**config.mk**
```make
export PLATFORM = sky130hd
export DESIGN_NAME = gfg_axis_plan
export DESIGN_NICKNAME = d
export VERILOG_FILES = /design/src/hdl/gfg_pkg.sv /design/src/hdl/gfg_axis_plan.sv
export SDC_FILE = /design/constraint.sdc
export NUM_CORES = 1
export LEC_CHECK = 0
export BUFFER_PORTS_ARGS = -buffer_cell sky130_fd_sc_hd__buf_2
export CAP_MARGIN = 5
export CORE_MARGIN = 2
export CORE_UTILIZATION = 30
export DETAILED_ROUTE_END_ITERATION = 8
export GPL_TIMING_DRIVEN = 0
export PLACE_DENSITY_LB_ADDON = 0.08
export REMOVE_ABC_BUFFERS = 1
export SYNTH_ARGS = -nofsm -noshare
export SYNTH_HDL_FRONTEND = slang
export SYNTH_SLANG_ARGS = --single-unit
```
**constraint.sdc**
```tcl
create_clock -name vclk -period 3
set_input_delay 0.6 -clock vclk [all_inputs]
set_output_delay 0.6 -clock vclk [all_outputs]
set_load 0.02 [all_outputs]
```
**src/hdl/gfg_pkg.sv**
```systemverilog
// shared types and constants of the grid field gradient unit
package gfg_pkg;

  localparam int IDX_W     = 10;
  localparam int SAMPLE_W  = 24;
  localparam int DIFF_W    = 26;
  localparam int INV_W     = 24;
  localparam int FIELD_W   = 32;
  localparam int PROD_W    = DIFF_W + 1 + INV_W + 1;
  localparam int CFG_IDX_W = 3;
  localparam int CFG_W     = 24;

  localparam logic [1:0] BC_PERIODIC  = 2'd0;
  localparam logic [1:0] BC_DIRICHLET = 2'd1;
  localparam logic [1:0] BC_MIXED     = 2'd2;

  localparam logic [CFG_IDX_W-1:0] REG_FIELD_MODE = 3'd0;
  localparam logic [CFG_IDX_W-1:0] REG_BC_LOW_X   = 3'd1;
  localparam logic [CFG_IDX_W-1:0] REG_BC_HIGH_X  = 3'd2;
  localparam logic [CFG_IDX_W-1:0] REG_BC_LOW_Y   = 3'd3;
  localparam logic [CFG_IDX_W-1:0] REG_BC_HIGH_Y  = 3'd4;
  localparam logic [CFG_IDX_W-1:0] REG_INV_STEP_X = 3'd5;
  localparam logic [CFG_IDX_W-1:0] REG_INV_STEP_Y = 3'd6;

  localparam logic [INV_W-1:0] INV_STEP_RESET = 24'd65536;

  typedef enum logic [2:0] {
    ST_IDLE,
    ST_FETCH,
    ST_DRAIN,
    ST_DIFF,
    ST_MUL_X,
    ST_MUL_Y,
    ST_WAIT,
    ST_DONE
  } state_t;

  typedef struct packed {
    logic [IDX_W-1:0] idx_a;
    logic [IDX_W-1:0] idx_b;
    logic             sh17;
    logic             zero;
  } axis_plan_t;

  typedef struct packed {
    logic signed [DIFF_W-1:0] diff;
    logic [INV_W-1:0]         inv;
    logic                     sh17;
  } scl_req_t;

endpackage

```
**src/hdl/gfg_axis_plan.sv**
```systemverilog
// momentum mode sample pair and edge rule selection along one axis
module gfg_axis_plan
  import gfg_pkg::*;
#(
  parameter int N = 64
) (
  input  logic [IDX_W-1:0] pos,
  input  logic [1:0]       bc_lo,
  input  logic [1:0]       bc_hi,
  output axis_plan_t       plan
);

  localparam logic [IDX_W-1:0] END_IDX = IDX_W'(N - 1);
  localparam logic [IDX_W-1:0] PRE_END = IDX_W'(N - 2);
  localparam logic [IDX_W-1:0] ONE     = IDX_W'(1);
  localparam logic [IDX_W-1:0] ZERO    = IDX_W'(0);

  always_comb begin
    plan.idx_a = pos + ONE;
    plan.idx_b = pos - ONE;
    plan.sh17  = 1'b1;
    plan.zero  = 1'b0;
    priority if (pos == ZERO) begin
      plan.idx_a = ONE;
      priority if (bc_lo == BC_PERIODIC) begin
        plan.idx_b = PRE_END;
      end else if (bc_lo == BC_DIRICHLET) begin
        plan.idx_b = ZERO;
        plan.sh17  = 1'b0;
      end else begin
        plan.idx_b = ZERO;
        plan.zero  = 1'b1;
      end
    end else if (pos == END_IDX) begin
      plan.idx_b = PRE_END;
      priority if (bc_hi == BC_DIRICHLET) begin
        plan.idx_a = END_IDX;
        plan.sh17  = 1'b0;
      end else if (bc_hi == BC_MIXED) begin
        plan.idx_a = END_IDX;
        plan.zero  = 1'b1;
      end else begin
        // periodic high edge takes the low edge value
        plan.idx_a = ONE;
        plan.zero  = (bc_lo != BC_PERIODIC);
      end
    end else begin
      plan.zero = 1'b0;
    end
  end

endmodule

```
== Word-level counts from Yosys, hierarchy flattened ==
Index checks and enable logic that the tools add are counted.

* Bits in registers: 0
* Logic and storage cells: 20
* Output and inout bits: 22
* Input port bits: 14

* Equal/unequal tests: 4
* Add/sub/neg operators: 2
* Mux-type cells: 11
* Reductions and logical operators: 3

{| class="wikitable"
|+ Operator list
! cell !! count
|-
| two-way mux 22 bit || 1
|-
| two-way mux 21 bit || 1
|-
| two-way mux 6 bit || 3
|-
| adder 10 x 1 -> 10 bit, second input constant || 1
|-
| equality test 10 x 6 -> 1 bit, second input constant || 1
|-
| logical NOT 10 bit || 1
|-
| subtractor 10 x 1 -> 10 bit, second input constant || 1
|-
| two-way mux 1 bit || 5
|-
| equality test 2 x 1 -> 1 bit, second input constant || 2
|-
| equality test 2 bit, second input constant || 1
|-
| logical NOT 2 bit || 1
|-
| two-way mux 2 bit || 1
|-
| nonzero test 2 bit || 1
|}

== Depth between registers and ports, before layout ==
* Depth after elaboration: 5
* Mapped depth: 6
* Mapped depth without buffers: 5

== Worst setup path before layout ==
No wires, ideal clock.

* Kind: input to output
* From: input pos[3]
* To: output plan[10] (netlist bit)
* Required time: 2400 ps
* Cell stages on the path: 5
* Path slack: 459 ps
* Buffers on the path: 1
* Arrival: 1941 ps
* Cell sequence: buf_4 nor4_4 nand3_1 or2_2 o21ai_0

{| class="wikitable"
|+ RTL lines
! item !! RTL line !! text
|-
| start, declared || gfg_axis_plan.sv:7 || <nowiki>input logic [IDX_W-1:0] pos,</nowiki>
|-
| end, declared || gfg_axis_plan.sv:10 || <nowiki>output axis_plan_t plan</nowiki>
|}

==> summary.md <==
| Metric | Value |
|---|---|
| P&R area growth vs syn | `24.0%` |
| CP arrival | `2.10 ns` |
| Final #Nets | `139` |
| Cell taking the most area after synthesis | `ha_1` |
| Gate power share | `100.0%` |
| Port Buf Inserts | `36` |
| Number of top-level pins | `36` |
| Post-Synth Adder-Cell Area | `9.84%` |
| Die width | `50.0 microns` |
| M1 WL | `802 microns` |
| Simple-gate area share of the yosys netlist | `38.8%` |
| Pleak | `0.356 nW` |
| Global-route wire length before repair | `2810 microns` |
| Slew headroom | `69.0%` |
| DR WL met2 | `791 microns` |
| Pwr/cell area | `139 nW/um^2` |
| GR Overflow Total | `0` |
| Sequential power share | `0%` |
| Min Tclk post-route | `2.70 ns` |
| Routed via count | `713` |
| WL final | `1670 microns` |
| Met3 WL post-DR | `76 microns` |
| Core ar. | `1980 sq um` |
| First-pass DRT Iterations | `4` |
| Netlist Area Pre-Place | `636 sq um` |
| CTS resizes | `0` |
| Worst Path Required | `2.40 ns` |
| Final ANT Viol Nets | `0` |
| Status | `finished clean` |
| First DRT Iteration DRCs | `7` |
| Setup TNS Final | `0 ns` |
| Vias in the first global route | `635` |
| Worst setup SP type | `input port` |
| CP Capture Type | `primary output` |
| Max Cap Viol | `0` |
| Setup violators final | `0` |
| Post-CTS setup buffer count | `0` |
| Die Footprint | `2500 sq um` |
| FF+latch count | `0` |
| Cell Rows | `16` |
| HPWL after detailed placement | `1370 microns` |
| Max FO, Critical Path | `10` |
| Compound-cell area share of the yosys netlist | `21.3%` |
| Gpl congestion | `0.708` |
| Cts hold-fix bufs | `0` |
| Yosys top cell area share | `9.84%` |
| Worst Hold Class | `in -> out` |
| Post-Synth XOR/XNOR Area | `15.2%` |
| Endpoints failing hold | `0` |
| Register cell area after layout | `0 sq um` |
| Sw Ratio | `63.7%` |
| Distinct cell type count after synthesis | `34` |
| Max IR drop VDD | `0.0000543 V` |
| Worst-Margin Slew | `0.462 ns` |
| Tot GR Track Use | `13.5%` |
| Period utilization | `90.0%` |
| WS Path Type | `in -> out` |
| Largest net degree at the start of global routing | `11` |
| RSZ-0062 raised after global routing | `no` |
| Post-synthesis mux area share | `1.77%` |
| Largest family of logic cells by synthesized area | `simple AND/OR/NAND/NOR gates` |
| Mean Syn Cell Area | `7.22 sq um` |
| Sw power | `0.0696 mW` |
| Overall Power | `0.109 mW` |
| Cells after Synth | `88` |
| Routed vias/inst | `4.92` |
| Leading cell type by number of instances after synthesis | `o21ai_0` |
| Initial antenna violation count | `0` |
| Maximum clock rate | `0.370 GHz` |
| # clk buffers | `0` |
| Post-synth top cells | `o21ai_0 (8), nand2_1 (7), nor2_1 (7), xnor2_1 (7)` |
| Yosys warns | `0` |
| Wire length per cell | `11.5 microns` |
| Seq/Total Area, Yosys | `0%` |
| Ratio of cells with drive above 1 in the final layout | `40.7%` |
| Top Layer Used | `met3` |
| Pins Over Slew Limit | `0` |
| DRC viols | `0` |
| N_diodes | `0` |
| Area contributors post-synth | `ha_1 (9.8%), xnor2_1 (9.6%), nor4_4 (6.7%)` |
| DIE HEIGHT | `50.0 microns` |
| Cell internal pwr | `0.0396 mW` |
| Initial core utilization | `32.1%` |
| Clock power frac | `0%` |
-- critical path, cell delays in order --
cell,delay (ns)
buf_2,0.17
nor4_4,0.39
nand3_1,0.15
nor4_1,0.24
mux2_2,0.38
buf_2,0.16
-- power groups by stage --
stage	combinational [mW]	sequential, mW	clock [mW]
2_1_floorplan	0.0616	0	0
3_3_place_gp	0.109	0	0
3_5_place_dp	0.110	0	0
4_1_cts	0.110	0	0
5_1_grt	0.120	0	0
6_report	0.109	0	0
-- worst paths after layout --
kind                    from        to  depth (start not counted)
worst max-delay path  pos[2]  plan[11]                          6
worst min-delay path  pos[9]  plan[21]                          3
-- cells by family after synthesis --
kind of cell,Yosys count
and+or+nand+nor,37
muxes,1
buffers and inverters,12
adders and majority gates,5
AOI/OAI and AO/OA,22
xor gates and xnor gates,11
-- per-layer routing --
| layer | track usage [%] | vias up |
|---|---|---|
| met5 | 0 | - |
| met4 | 0 | 0 |
| met3 | 0.303 | 0 |
| met2 | 23.5 | 20 |
| met1 | 19.4 | 315 |
| li1 | - | 378 |
-- per-stage QoR --
stage / cells / setup slack, ns / hold slack [ns] / utilization, % / cell area [sq um]
final: 145 / 0.300 / 1.56 / 39.8 / 788
after global routing: 145 / 0.184 / 1.59 / 39.8 / 788
after CTS: 145 / 0.294 / 1.56 / 39.8 / 788
after detailed placement: 145 / 0.293 / 1.56 / 39.8 / 788
after global placement: 145 / 0.307 / 1.57 / 39.8 / 788
after floorplan: 82 / 0.596 / 1.28 / - / 574
-- layout by cell type, fill, tap and decap left out --
cell        n
a31oi_1     4
xor2_1      4
nor3b_1     1
a21o_1      1
or2_2       1
and4_1      2
xnor2_1     7
nand2_1     7
a21oi_2     1
o2bb2ai_1   1
nor2_2      1
ha_1        5
or4_4       2
nor2_1      7
nand3_1     6
o211a_1     1
nand3_2     1
nand2_2     1
and3_1      1
buf_2      36
nand2b_1    1
nor4_4      2
nor4_1      1
and3_2      1
nor4_2      1
o21ai_0     8
inv_1       6
nand4_1     1
a21oi_1     4
o21a_1      1
o31ai_1     1
mux2_2      1
-- final cells by class --
class,count,area (sq um)
repair buffers,36,180
well taps,27,33.8
fillers,235,1190
inverters,6,22.5
multi-input cells,76,552
Note: power is estimated with default switching activity, not from simulation.
